--- config.mk ---
export PLATFORM = sky130hd
export DESIGN_NAME = display_diff_escape_encoder_flat
export DESIGN_NICKNAME = d
export VERILOG_FILES = /design/src/hdl/ddee_pkg.sv /design/src/hdl/ddee_if.sv /design/src/hdl/ddee_front.sv /design/src/hdl/ddee_fifo.sv /design/src/hdl/ddee_back.sv /design/src/hdl/display_diff_escape_encoder.sv /design/src/flat_wrapper.sv
export SDC_FILE = /design/constraint.sdc
export NUM_CORES = 1
export LEC_CHECK = 0
export ABC_AREA = 1
export BUFFER_PORTS_ARGS = -buffer_cell sky130_fd_sc_hd__buf_4
export CAP_MARGIN = 20
export CORE_MARGIN = 2
export CORE_UTILIZATION = 45
export CTS_BUF_LIST = sky130_fd_sc_hd__clkbuf_4 sky130_fd_sc_hd__clkbuf_8
export DETAILED_ROUTE_END_ITERATION = 16
export GPL_ROUTABILITY_DRIVEN = 0
export PLACE_DENSITY = 0.59
export SLEW_MARGIN = 10
export SYNTH_ARGS = -nofsm -noshare
export SYNTH_HDL_FRONTEND = slang
export SYNTH_SLANG_ARGS = --single-unit
export TNS_END_PERCENT = 1
--- constraint.sdc ---
create_clock -name clk -period 22.4 [get_ports clk]
set_clock_uncertainty 0.05 [all_clocks]
set_input_delay 1.12 -clock clk [delete_from_list [all_inputs] [get_ports clk]]
set_output_delay 1.12 -clock clk [all_outputs]
set_load 0.03 [all_outputs]
--- src/hdl/ddee_pkg.sv ---
// shared types, byte codes and decimal helpers of the escape encoder
package ddee_pkg;

  localparam logic [7:0] CH_ESC   = 8'h1B;
  localparam logic [7:0] CH_LBRK  = 8'h5B;  // '['
  localparam logic [7:0] CH_QUEST = 8'h3F;  // '?'
  localparam logic [7:0] CH_TWO   = 8'h32;  // '2'
  localparam logic [7:0] CH_FIVE  = 8'h35;  // '5'
  localparam logic [7:0] CH_LOW_L = 8'h6C;  // 'l'
  localparam logic [7:0] CH_LOW_H = 8'h68;  // 'h'
  localparam logic [7:0] CH_SEMI  = 8'h3B;  // ';'
  localparam logic [7:0] CH_UP_H  = 8'h48;  // 'H'
  localparam logic [7:0] CH_ZERO  = 8'h30;  // '0'

  localparam logic [6:0] COLUMNS_RESET = 7'd16;

  // one queued command: everything the back end sends for one item
  typedef struct packed {
    logic       home;      // ESC[H
    logic       hide;      // ESC[?25l
    logic       move;      // ESC[row;colH before the character
    logic [7:0] move_row;  // 1-based
    logic [7:0] move_col;  // 1-based
    logic       put_char;
    logic [7:0] ch;
    logic       show;      // ESC[?25h then cursor move
    logic [7:0] cur_row;   // 1-based
    logic [7:0] cur_col;   // 1-based
  } ddee_cmd_t;

  typedef enum logic [1:0] {
    F_IDLE,
    F_CMP,
    F_DIV,
    F_PUSH
  } ddee_front_state_t;

  typedef enum logic [2:0] {
    PH_IDLE,
    PH_HOME,
    PH_HIDE,
    PH_MOVE,
    PH_CHAR,
    PH_SHOW
  } ddee_phase_t;

  // number of decimal digits of an 8-bit value
  function automatic logic [1:0] dec_len(input logic [7:0] v);
    if (v >= 8'd100) return 2'd3;
    else if (v >= 8'd10) return 2'd2;
    else return 2'd1;
  endfunction

  // ascii digit at position 0 hundreds, 1 tens, 2 ones
  function automatic logic [7:0] dec_digit(input logic [7:0] v, input logic [1:0] pos);
    logic [1:0]  hun;
    logic [7:0]  rem;
    logic [14:0] prod;
    logic [3:0]  ten;
    logic [7:0]  one;
    hun  = (v >= 8'd200) ? 2'd2 : ((v >= 8'd100) ? 2'd1 : 2'd0);
    rem  = v - (8'(hun) * 8'd100);
    // divide by ten for values below 100
    prod = 15'(rem) * 15'd103;
    ten  = prod[13:10];
    one  = rem - (8'(ten) * 8'd10);
    case (pos)
      2'd0:    return CH_ZERO + 8'(hun);
      2'd1:    return CH_ZERO + 8'(ten);
      default: return CH_ZERO + one;
    endcase
  endfunction

  // byte count of ESC[row;colH
  function automatic logic [4:0] move_len(input logic [7:0] r, input logic [7:0] c);
    return 5'd4 + 5'(dec_len(r)) + 5'(dec_len(c));
  endfunction

  // byte k of ESC[row;colH
  function automatic logic [7:0] move_byte(input logic [4:0] k, input logic [7:0] r,
                                           input logic [7:0] c);
    logic [1:0] nr;
    logic [1:0] nc;
    logic [4:0] j;
    logic [4:0] m;
    nr = dec_len(r);
    nc = dec_len(c);
    j  = k - 5'd2;
    m  = j - 5'(nr) - 5'd1;
    if (k == 5'd0) return CH_ESC;
    else if (k == 5'd1) return CH_LBRK;
    else if (j < 5'(nr)) return dec_digit(r, 2'(5'd3 - 5'(nr) + j));
    else if (j == 5'(nr)) return CH_SEMI;
    else if (m < 5'(nc)) return dec_digit(c, 2'(5'd3 - 5'(nc) + m));
    else return CH_UP_H;
  endfunction

  // byte k of ESC[?25 followed by the closing letter
  function automatic logic [7:0] cursor_byte(input logic [4:0] k, input logic [7:0] tail);
    case (k)
      5'd0:    return CH_ESC;
      5'd1:    return CH_LBRK;
      5'd2:    return CH_QUEST;
      5'd3:    return CH_TWO;
      5'd4:    return CH_FIVE;
      default: return tail;
    endcase
  endfunction

  // first enabled phase after the given one
  function automatic ddee_phase_t next_phase(input ddee_phase_t p, input ddee_cmd_t c);
    logic [4:0] en;
    en = {c.show, c.put_char, c.move, c.hide, c.home};
    case (p)
      PH_IDLE: begin
        if (en[0]) return PH_HOME;
        else if (en[1]) return PH_HIDE;
        else if (en[2]) return PH_MOVE;
        else if (en[3]) return PH_CHAR;
        else if (en[4]) return PH_SHOW;
        else return PH_IDLE;
      end
      PH_HOME: begin
        if (en[1]) return PH_HIDE;
        else if (en[2]) return PH_MOVE;
        else if (en[3]) return PH_CHAR;
        else if (en[4]) return PH_SHOW;
        else return PH_IDLE;
      end
      PH_HIDE: begin
        if (en[2]) return PH_MOVE;
        else if (en[3]) return PH_CHAR;
        else if (en[4]) return PH_SHOW;
        else return PH_IDLE;
      end
      PH_MOVE: begin
        if (en[3]) return PH_CHAR;
        else if (en[4]) return PH_SHOW;
        else return PH_IDLE;
      end
      PH_CHAR: begin
        if (en[4]) return PH_SHOW;
        else return PH_IDLE;
      end
      default: return PH_IDLE;
    endcase
  endfunction

endpackage

--- src/hdl/ddee_if.sv ---
// valid/ready channel interfaces for cells in and bytes out
interface ddee_in_if;
  logic              valid;
  logic              ready;
  logic [7:0]        cell_char;
  logic              frame_start;
  logic              frame_end;
  logic signed [6:0] cursor_position;

  modport source (output valid, cell_char, frame_start, frame_end, cursor_position,
                  input ready);
  modport sink   (input valid, cell_char, frame_start, frame_end, cursor_position,
                  output ready);
endinterface

interface ddee_out_if;
  logic       valid;
  logic       ready;
  logic [7:0] out_byte;
  logic       last_of_item;

  modport source (output valid, out_byte, last_of_item, input ready);
  modport sink   (input valid, out_byte, last_of_item, output ready);
endinterface

--- src/hdl/ddee_front.sv ---
// front end: accepts cells, compares with the display copy, builds commands
module ddee_front import ddee_pkg::*; #(
  parameter int MAX_CELLS = 64
) (
  input  logic           clk,
  input  logic           rst,
  ddee_in_if.sink        in_ch,
  input  logic [6:0]     columns,
  input  logic           q_full,
  output logic           q_push,
  output ddee_cmd_t      q_data
);

  localparam int CIW = $clog2(MAX_CELLS + 1);
  localparam int AW  = (MAX_CELLS > 1) ? $clog2(MAX_CELLS) : 1;

  ddee_front_state_t state, state_next;

  // display copy
  logic [7:0] mem [MAX_CELLS];
  logic [7:0] rd_data;
  logic [AW-1:0] rd_addr;

  // frame state
  logic              shown_valid;
  logic signed [6:0] cursor_shown;
  logic signed [6:0] frame_cursor;
  logic              in_run;
  logic [CIW-1:0]    row_count;
  logic [6:0]        col_count;
  logic [CIW-1:0]    cell_index;
  logic              full_write;

  // held item
  logic [7:0] ch_q;
  logic       end_q;
  ddee_cmd_t  cmd;

  // cursor divider
  logic [6:0] div_rem;
  logic [4:0] div_quo;
  logic [5:0] div_dvd;
  logic [2:0] div_cnt;
  logic [7:0] div_trial;
  logic       div_ge;
  logic [6:0] div_rem_next;

  logic       accept;
  logic [6:0] cols_eff;
  logic       in_range;
  logic       col_wrap;
  logic       start_hide;
  logic       cmd_any;

  assign cols_eff    = (columns == 7'd0) ? 7'd1 : columns;
  assign in_ch.ready = (state == F_IDLE);
  assign accept      = in_ch.valid && in_ch.ready;
  assign rd_addr     = in_ch.frame_start ? '0 : cell_index[AW-1:0];
  assign in_range    = (cell_index < CIW'(MAX_CELLS));
  assign col_wrap    = ({1'b0, col_count} + 8'd1) >= {1'b0, cols_eff};
  assign start_hide  = (in_ch.cursor_position != cursor_shown) || !in_ch.cursor_position[6];
  assign cmd_any     = cmd.home || cmd.hide || cmd.move || cmd.put_char || cmd.show;

  assign div_trial    = {div_rem, div_dvd[5]};
  assign div_ge       = div_trial >= {1'b0, cols_eff};
  assign div_rem_next = div_ge ? 7'(div_trial - {1'b0, cols_eff}) : div_trial[6:0];

  assign q_push = (state == F_PUSH) && cmd_any && !q_full;
  assign q_data = cmd;

  // state register
  always_ff @(posedge clk) begin
    if (rst) state <= F_IDLE;
    else state <= state_next;
  end

  // next state
  always_comb begin
    state_next = state;
    case (state)
      F_IDLE: if (accept) state_next = F_CMP;
      F_CMP: begin
        if (end_q && !full_write && !frame_cursor[6]) state_next = F_DIV;
        else state_next = F_PUSH;
      end
      F_DIV:  if (div_cnt == 3'd5) state_next = F_PUSH;
      F_PUSH: if (!cmd_any || !q_full) state_next = F_IDLE;
      default: state_next = F_IDLE;
    endcase
  end

  // display copy read and write
  always_ff @(posedge clk) begin
    if (accept) rd_data <= mem[rd_addr];
    if (state == F_CMP && in_range) mem[cell_index[AW-1:0]] <= ch_q;
  end

  // frame control state
  always_ff @(posedge clk) begin
    if (rst) begin
      shown_valid  <= 1'b0;
      cursor_shown <= -7'sd1;
      frame_cursor <= -7'sd1;
      in_run       <= 1'b0;
      row_count    <= '0;
      col_count    <= '0;
      cell_index   <= '0;
      full_write   <= 1'b0;
    end else begin
      if (accept && in_ch.frame_start) begin
        frame_cursor <= in_ch.cursor_position;
        cell_index   <= '0;
        row_count    <= '0;
        col_count    <= '0;
        in_run       <= 1'b0;
        full_write   <= !shown_valid;
        if (shown_valid && start_hide) cursor_shown <= in_ch.cursor_position;
      end
      if (state == F_CMP) begin
        if (in_range) begin
          if (!full_write) in_run <= (rd_data != ch_q);
          cell_index <= cell_index + CIW'(1);
          if (col_wrap) begin
            col_count <= '0;
            row_count <= row_count + CIW'(1);
          end else begin
            col_count <= col_count + 7'd1;
          end
        end
        if (end_q && full_write) begin
          shown_valid <= 1'b1;
          full_write  <= 1'b0;
        end
      end
    end
  end

  // command build and cursor division
  always_ff @(posedge clk) begin
    if (accept) begin
      ch_q         <= in_ch.cell_char;
      end_q        <= in_ch.frame_end;
      cmd.home     <= in_ch.frame_start && !shown_valid;
      cmd.hide     <= in_ch.frame_start && shown_valid && start_hide;
      cmd.move     <= 1'b0;
      cmd.put_char <= 1'b0;
      cmd.show     <= 1'b0;
    end
    if (state == F_CMP) begin
      cmd.ch       <= ch_q;
      cmd.move_row <= 8'(row_count) + 8'd1;
      cmd.move_col <= {1'b0, col_count} + 8'd1;
      if (in_range) begin
        if (full_write) begin
          cmd.put_char <= 1'b1;
        end else if (rd_data != ch_q) begin
          cmd.put_char <= 1'b1;
          cmd.move     <= !in_run;
        end
      end
      cmd.show <= end_q && !full_write && !frame_cursor[6];
      div_rem  <= '0;
      div_quo  <= '0;
      div_dvd  <= frame_cursor[5:0];
      div_cnt  <= '0;
    end
    if (state == F_DIV) begin
      div_rem <= div_rem_next;
      div_quo <= {div_quo[3:0], div_ge};
      div_dvd <= {div_dvd[4:0], 1'b0};
      div_cnt <= div_cnt + 3'd1;
      if (div_cnt == 3'd5) begin
        cmd.cur_row <= {2'b00, div_quo, div_ge} + 8'd1;
        cmd.cur_col <= {1'b0, div_rem_next} + 8'd1;
      end
    end
  end

endmodule

--- src/hdl/ddee_fifo.sv ---
// short command queue between front and back end
module ddee_fifo import ddee_pkg::*; (
  input  logic      clk,
  input  logic      rst,
  input  logic      push,
  input  ddee_cmd_t push_data,
  output logic      full,
  input  logic      pop,
  output ddee_cmd_t pop_data,
  output logic      empty
);

  localparam int DEPTH = 4;
  localparam int PW    = $clog2(DEPTH);

  ddee_cmd_t      slots [DEPTH];
  logic [PW-1:0]  wr_ptr;
  logic [PW-1:0]  rd_ptr;
  logic [PW:0]    count;

  assign full     = (count == (PW+1)'(DEPTH));
  assign empty    = (count == '0);
  assign pop_data = slots[rd_ptr];

  // storage
  always_ff @(posedge clk) begin
    if (push) slots[wr_ptr] <= push_data;
  end

  // pointers and fill count
  always_ff @(posedge clk) begin
    if (rst) begin
      wr_ptr <= '0;
      rd_ptr <= '0;
      count  <= '0;
    end else begin
      if (push) wr_ptr <= wr_ptr + PW'(1);
      if (pop) rd_ptr <= rd_ptr + PW'(1);
      if (push && !pop) count <= count + (PW+1)'(1);
      else if (pop && !push) count <= count - (PW+1)'(1);
    end
  end

endmodule

--- src/hdl/ddee_back.sv ---
// back end: expands queued commands into escape bytes, one per cycle while the receiver is ready
module ddee_back import ddee_pkg::*; (
  input  logic       clk,
  input  logic       rst,
  input  logic       q_empty,
  input  ddee_cmd_t  q_data,
  output logic       q_pop,
  ddee_out_if.source out_ch
);

  ddee_phase_t phase, phase_next;
  logic [4:0]  sub, sub_next;
  ddee_cmd_t   cmd;

  logic        out_valid;
  logic [7:0]  out_byte;
  logic        out_last;

  logic [7:0]  byte_now;
  logic [4:0]  phase_len;
  logic        at_end;
  ddee_phase_t after;
  logic        advance;

  assign out_ch.valid        = out_valid;
  assign out_ch.out_byte     = out_byte;
  assign out_ch.last_of_item = out_last;

  assign q_pop   = (phase == PH_IDLE) && !q_empty;
  assign advance = (phase != PH_IDLE) && (!out_valid || out_ch.ready);
  assign at_end  = (sub == phase_len - 5'd1);
  assign after   = next_phase(phase, cmd);

  // state register
  always_ff @(posedge clk) begin
    if (rst) begin
      phase <= PH_IDLE;
      sub   <= '0;
    end else begin
      phase <= phase_next;
      sub   <= sub_next;
    end
  end

  // byte selection, phase length and next state
  always_comb begin
    byte_now  = cmd.ch;
    phase_len = 5'd1;
    case (phase)
      PH_HOME: begin
        phase_len = 5'd3;
        byte_now  = (sub == 5'd0) ? CH_ESC : ((sub == 5'd1) ? CH_LBRK : CH_UP_H);
      end
      PH_HIDE: begin
        phase_len = 5'd6;
        byte_now  = cursor_byte(sub, CH_LOW_L);
      end
      PH_MOVE: begin
        phase_len = move_len(cmd.move_row, cmd.move_col);
        byte_now  = move_byte(sub, cmd.move_row, cmd.move_col);
      end
      PH_CHAR: begin
        phase_len = 5'd1;
        byte_now  = cmd.ch;
      end
      PH_SHOW: begin
        phase_len = 5'd6 + move_len(cmd.cur_row, cmd.cur_col);
        byte_now  = (sub < 5'd6) ? cursor_byte(sub, CH_LOW_H)
                                 : move_byte(sub - 5'd6, cmd.cur_row, cmd.cur_col);
      end
      default: begin
        phase_len = 5'd1;
        byte_now  = cmd.ch;
      end
    endcase

    phase_next = phase;
    sub_next   = sub;
    if (q_pop) begin
      phase_next = next_phase(PH_IDLE, q_data);
      sub_next   = '0;
    end else if (advance) begin
      if (at_end) begin
        phase_next = after;
        sub_next   = '0;
      end else begin
        sub_next = sub + 5'd1;
      end
    end
  end

  // command register
  always_ff @(posedge clk) begin
    if (q_pop) cmd <= q_data;
  end

  // output register
  always_ff @(posedge clk) begin
    if (rst) begin
      out_valid <= 1'b0;
    end else if (advance) begin
      out_valid <= 1'b1;
    end else if (out_ch.ready) begin
      out_valid <= 1'b0;
    end
  end

  always_ff @(posedge clk) begin
    if (advance) begin
      out_byte <= byte_now;
      out_last <= at_end && (after == PH_IDLE);
    end
  end

endmodule

--- src/hdl/display_diff_escape_encoder.sv ---
// Differential ANSI screen update encoder, top level.
// Front end takes a new cell only when done with the last, waiting while the queue is full;
// a frame's last cell with a visible cursor also goes through a six-step divide of the cursor
// index by the row width. Back end sends one byte per cycle while the receiver is ready and
// pauses to load each command. A 4-deep command queue sits between the two.
// Reset: control state cleared, columns back to 16; the display copy is not cleared and the
// first frame after reset is sent whole.
module display_diff_escape_encoder import ddee_pkg::*; #(
  parameter int MAX_CELLS = 64
) (
  input  logic       clk,
  input  logic       rst,
  input  logic       cfg_wr_en,
  input  logic [6:0] cfg_wr_data,
  ddee_in_if.sink    in_ch,
  ddee_out_if.source out_ch
);

  logic [6:0] columns;
  logic       q_push;
  logic       q_pop;
  logic       q_full;
  logic       q_empty;
  ddee_cmd_t  q_wdata;
  ddee_cmd_t  q_rdata;

  // row width register
  always_ff @(posedge clk) begin
    if (rst) columns <= COLUMNS_RESET;
    else if (cfg_wr_en) columns <= cfg_wr_data;
  end

  ddee_front #(.MAX_CELLS(MAX_CELLS)) u_front (
    .clk     (clk),
    .rst     (rst),
    .in_ch   (in_ch),
    .columns (columns),
    .q_full  (q_full),
    .q_push  (q_push),
    .q_data  (q_wdata)
  );

  ddee_fifo u_fifo (
    .clk       (clk),
    .rst       (rst),
    .push      (q_push),
    .push_data (q_wdata),
    .full      (q_full),
    .pop       (q_pop),
    .pop_data  (q_rdata),
    .empty     (q_empty)
  );

  ddee_back u_back (
    .clk     (clk),
    .rst     (rst),
    .q_empty (q_empty),
    .q_data  (q_rdata),
    .q_pop   (q_pop),
    .out_ch  (out_ch)
  );

endmodule

--- src/flat_wrapper.sv ---
// flat-port wrapper written by rule: the top's interface ports become plain ports
module display_diff_escape_encoder_flat import ddee_pkg::*;
#(
  parameter int MAX_CELLS = 64
)
  (clk, rst, cfg_wr_en, cfg_wr_data, in_ch_valid, in_ch_cell_char, in_ch_frame_start, in_ch_frame_end, in_ch_cursor_position, in_ch_ready, out_ch_valid, out_ch_out_byte, out_ch_last_of_item, out_ch_ready);
  ddee_in_if in_ch_i ();
  ddee_out_if out_ch_i ();
  input  logic clk;
  input  logic rst;
  input  logic cfg_wr_en;
  input  logic [6:0] cfg_wr_data;
  input wire logic [$bits(in_ch_i.valid)-1:0] in_ch_valid;
  input wire logic [$bits(in_ch_i.cell_char)-1:0] in_ch_cell_char;
  input wire logic [$bits(in_ch_i.frame_start)-1:0] in_ch_frame_start;
  input wire logic [$bits(in_ch_i.frame_end)-1:0] in_ch_frame_end;
  input wire logic [$bits(in_ch_i.cursor_position)-1:0] in_ch_cursor_position;
  output wire logic [$bits(in_ch_i.ready)-1:0] in_ch_ready;
  output wire logic [$bits(out_ch_i.valid)-1:0] out_ch_valid;
  output wire logic [$bits(out_ch_i.out_byte)-1:0] out_ch_out_byte;
  output wire logic [$bits(out_ch_i.last_of_item)-1:0] out_ch_last_of_item;
  input wire logic [$bits(out_ch_i.ready)-1:0] out_ch_ready;
  assign in_ch_i.valid = in_ch_valid;
  assign in_ch_i.cell_char = in_ch_cell_char;
  assign in_ch_i.frame_start = in_ch_frame_start;
  assign in_ch_i.frame_end = in_ch_frame_end;
  assign in_ch_i.cursor_position = in_ch_cursor_position;
  assign in_ch_ready = in_ch_i.ready;
  assign out_ch_valid = out_ch_i.valid;
  assign out_ch_out_byte = out_ch_i.out_byte;
  assign out_ch_last_of_item = out_ch_i.last_of_item;
  assign out_ch_i.ready = out_ch_ready;
  display_diff_escape_encoder #(.MAX_CELLS(MAX_CELLS)) u_core (.clk(clk), .rst(rst), .cfg_wr_en(cfg_wr_en), .cfg_wr_data(cfg_wr_data), .in_ch(in_ch_i), .out_ch(out_ch_i));
endmodule
==> run metrics <==
top cell type's share of synthesized area between 50% and 60%; Top FF cell, synth edfxtp_1; outcome complete, no violations; Tightest Pin Transition about 1100 ps; RR Startpoint u_core.u_back.cmd[30]; Initial Util about 45%; total of max-cap violations 0; Core Rows between 100 and 150; Synth Area in Simple Gates roughly 12%; Initial DRC Count 2517; Hold Path Depth 1; Die W around 320 um; final core utilization about 50%; Post-synth EDFFs between 800 and 900; leading area contributor after synthesis edfxtp_1; data arrival time of the critical path 9320 ps; Hold Fails Final Rpt 0; worst hold endpoint u_core.u_front.q_data[42]; # fillers around 9k; Syn Std Cell Area about 0.044 mm2; I/O pins 40; Seq cells post-synth ~900; total grt overflow 0; post-synthesis mux area share 0%; clock root buffer clkbuf_8; crit end category flip-flop; clock sinks just under 900; Avg Cell Area, Syn about 11 um2; Num CTS Buffers 143; RSZ-0062 raised after global routing no; Synth warnings 0; maximum clock path buffer count 3; vias in the first global route around 29k; Critical R2R Capture u_core.u_back.out_ch.out_byte[7]; Total Wirelength about 110000 um; Final setup viols 0; Critical Path Max Stage Delay 530 ps; Clock Pin Slew Worst Setup and Hold Paths 60 ps; reg-to-reg slack, setup between 10000 and 15000 ps; Synth Area in Compound Gates roughly 11%; Mapped Cells 4018; DR vias 29.7k; cell mode on critical path nand2_1; synth unique cells 60; DPL Wire Length between 60000 and 70000 um; worst-path maximum fanout 5; CTS hold repair buffers 0; Setup CP Type flip-flop to flip-flop; crit path time final slightly below 9000 ps; Syn Nets 4386; pin count of the biggest net entering global routing between 150 and 200; Rel. slew slack about 30%; post_cts resized 0; clock latency on the worst-skew pair roughly 790 ps; die area a little over 0.1 mm2; drt drc 0; ys async rst share 0%; Worst Hold Launch u_core.u_front.in_run; htree depth 4; Peak Freq 115 MHz; GRT Total Usage between 20% and 30%; share of cells above drive strength 1 8.52%; Die Ht 318 um; Area Overhead vs Synth 10.1%; CTS tree done; initial antenna violation count 3; IO buf count 39; NumNets Final 4458; main combinational cell family by area after synthesis simple AND/OR/NAND/NOR gates; final count of pins violating max slew 0; Routed WL per cell 19.4 um; Synth Area in XOR/XNOR around 1.9%; CP required 23000 ps; Vias/cell approximately 5.4; core area just under 0.1 mm2; CP max-delay cell fa_1; Setup TNS 0 ps; r2r worst-path depth between 40 and 50; Post-CTS Setup Bufs 0; Seq/Total Area, Yosys between 50% and 60%; dominant cells by area after synthesis edfxtp_1, ha_1, nor2_1, inv_1, nand2_1; Hold Crit Class flip-flop to flip-flop; Final Cycle Share approximately two fifths; first-pass GRT wire length around 170000 um; Synth Area in Adders a little over a tenth; first-pass detailed-route iteration total 5; DRT antenna net count 0; Worst Setup Start Kind flip-flop
[critical path, delay by kind of cell (launching register included)]
family                   cells  cell delay (ps)
XOR/XNOR                     4              870
adder cells (fa/ha/maj)     12             4280
AO/OA/AOI/OAI                4              620
buffers and inverters        9              600
flip-flops                   1              450
AND/OR/NAND/NOR             20             1740
[cell usage after synthesis (3+ instances only)]
master and number:
buf_1 13, o311ai_1 17, o21ai_1 11, a221oi_1 3
and2_1 3, o31ai_1 3, nor2_1 611, nor2_2 7
xnor2_1 30, a21o_1 8, o211ai_1 86, o2111ai_1 4
nor3_1 30, nand2_1 401, edfxtp_1 820, a211oi_1 7
nand3_1 166, nand3b_1 11, o311ai_0 47, o21ai_0 280
o21bai_1 71, or2_2 9, a31oi_1 9, buf_2 19
o21a_1 4, inv_2 8, o22ai_1 43, ha_1 280
clkbuf_1 120, o32ai_1 64, inv_1 449, a32oi_1 3
a21oi_1 120, nand4_1 36, dfxtp_1 68, nor4_1 3
fa_1 59, xor2_1 65
[sequential cells by signal, summed over array words and instances (netlist names), 5 cells and up, named ones only]
| name | count |
|---|---|
| u_core.u_front.mem | 512 |
| u_core.u_fifo.slots | 176 |
| u_core.u_back.cmd | 44 |
| u_core.u_front.q_data | 44 |
| u_core.u_back.out_ch.out_byte | 8 |
| u_core.u_front.ch_q | 8 |
| u_core.u_front.rd_data | 8 |
| u_core.columns | 7 |
| u_core.u_front.cell_index | 7 |
| u_core.u_front.col_count | 7 |
| u_core.u_front.cursor_shown | 7 |
| u_core.u_front.div_rem | 7 |
| u_core.u_front.frame_cursor | 7 |
| u_core.u_front.row_count | 7 |
| u_core.u_front.div_dvd | 6 |
| u_core.u_back.sub | 5 |
| u_core.u_front.div_quo | 5 |
[layout make-up]
cell class	instances	area, um2	area share, %
flip-flops and latches	888	26000	53.3
multi-input cells	2518	16000	32.9
clock buffers	202	2460	5.05
inverters	457	1720	3.53
well taps	1287	1610	3.30
repair buffers	82	648	1.33
clock inverters	53	292	0.598
diodes	2	5.00	0.0103
[routing by layer]
layer	global-route usage, %	share of wire [%]	vias to the layer above	wire (um)
met5	0	0	-	0
met4	5.86	2.0	0	2150
met3	2.96	4.9	148	5260
met2	32.2	45	777	47700
met1	31.1	48	14436	51700
li1	-	-	14387	-
[worst max path at each step]
stage | from | cells after the start | slack [ps] | endpoint
floorplan | u_core.u_back.cmd[30] | 49 | 14390 | u_core.u_back.out_ch.out_byte[7]
global placement | u_core.u_back.cmd[30] | 49 | 13820 | u_core.u_back.out_ch.out_byte[7]
detailed placement | u_core.u_back.cmd[30] | 49 | 13690 | u_core.u_back.out_ch.out_byte[7]
CTS | u_core.u_back.cmd[30] | 49 | 13680 | u_core.u_back.out_ch.out_byte[7]
global route | u_core.u_back.cmd[30] | 49 | 12890 | u_core.u_back.out_ch.out_byte[7]
finish | u_core.u_back.cmd[30] | 49 | 13670 | u_core.u_back.out_ch.out_byte[7]
[metrics by stage]
| stage | std cells | worst slack [ps] | hold slack [ps] | cell area (um2) |
|---|---|---|---|---|
| 4_1_cts | 5487 | 13680 | 381 | 48800 |
| 3_3_place_gp | 5231 | 13820 | 393 | 46000 |
| 6_report | 5489 | 13670 | 406 | 48800 |
| 3_5_place_dp | 5232 | 13690 | 395 | 46000 |
| 5_1_grt | 5489 | 12890 | 410 | 48800 |
| 2_1_floorplan | 4018 | 14390 | 374 | 44300 |
[cell usage in the layout (no fill, tap or decap), types with 7 or more instances in the layout]
cell type	count
edfxtp_1	820
o311ai_1	17
nor3_1	28
o211ai_1	86
inv_6	9
fa_1	59
o32ai_1	64
clkinv_2	9
clkinv_1	32
xnor2_1	30
nor2_2	7
nand3b_1	11
o21bai_1	71
dfxtp_1	67
xor2_1	65
o311ai_0	47
o21ai_1	11
nand4_1	36
inv_2	9
o22ai_1	43
clkbuf_4	51
a31oi_1	9
clkbuf_8	151
or2_2	9
a21o_1	8
inv_1	447
a211oi_1	7
ha_1	280
nand3_1	166
nor2_4	8
nor2_1	604
nand2_1	401
o21ai_0	280
a21oi_1	120
buf_4	80
[logic make-up after synthesis]
| group | count (synthesis) |
|---|---|
| DFF | 888 |
| adders and majority gates | 339 |
| xor gates and xnor gates | 95 |
| buffers and inverters | 612 |
| AOI/OAI and AO/OA | 795 |
| and+or+nand+nor | 1289 |
Power is not shown: default switching activity piles up to over one toggle a cycle in this logic, so the estimate is an artifact.
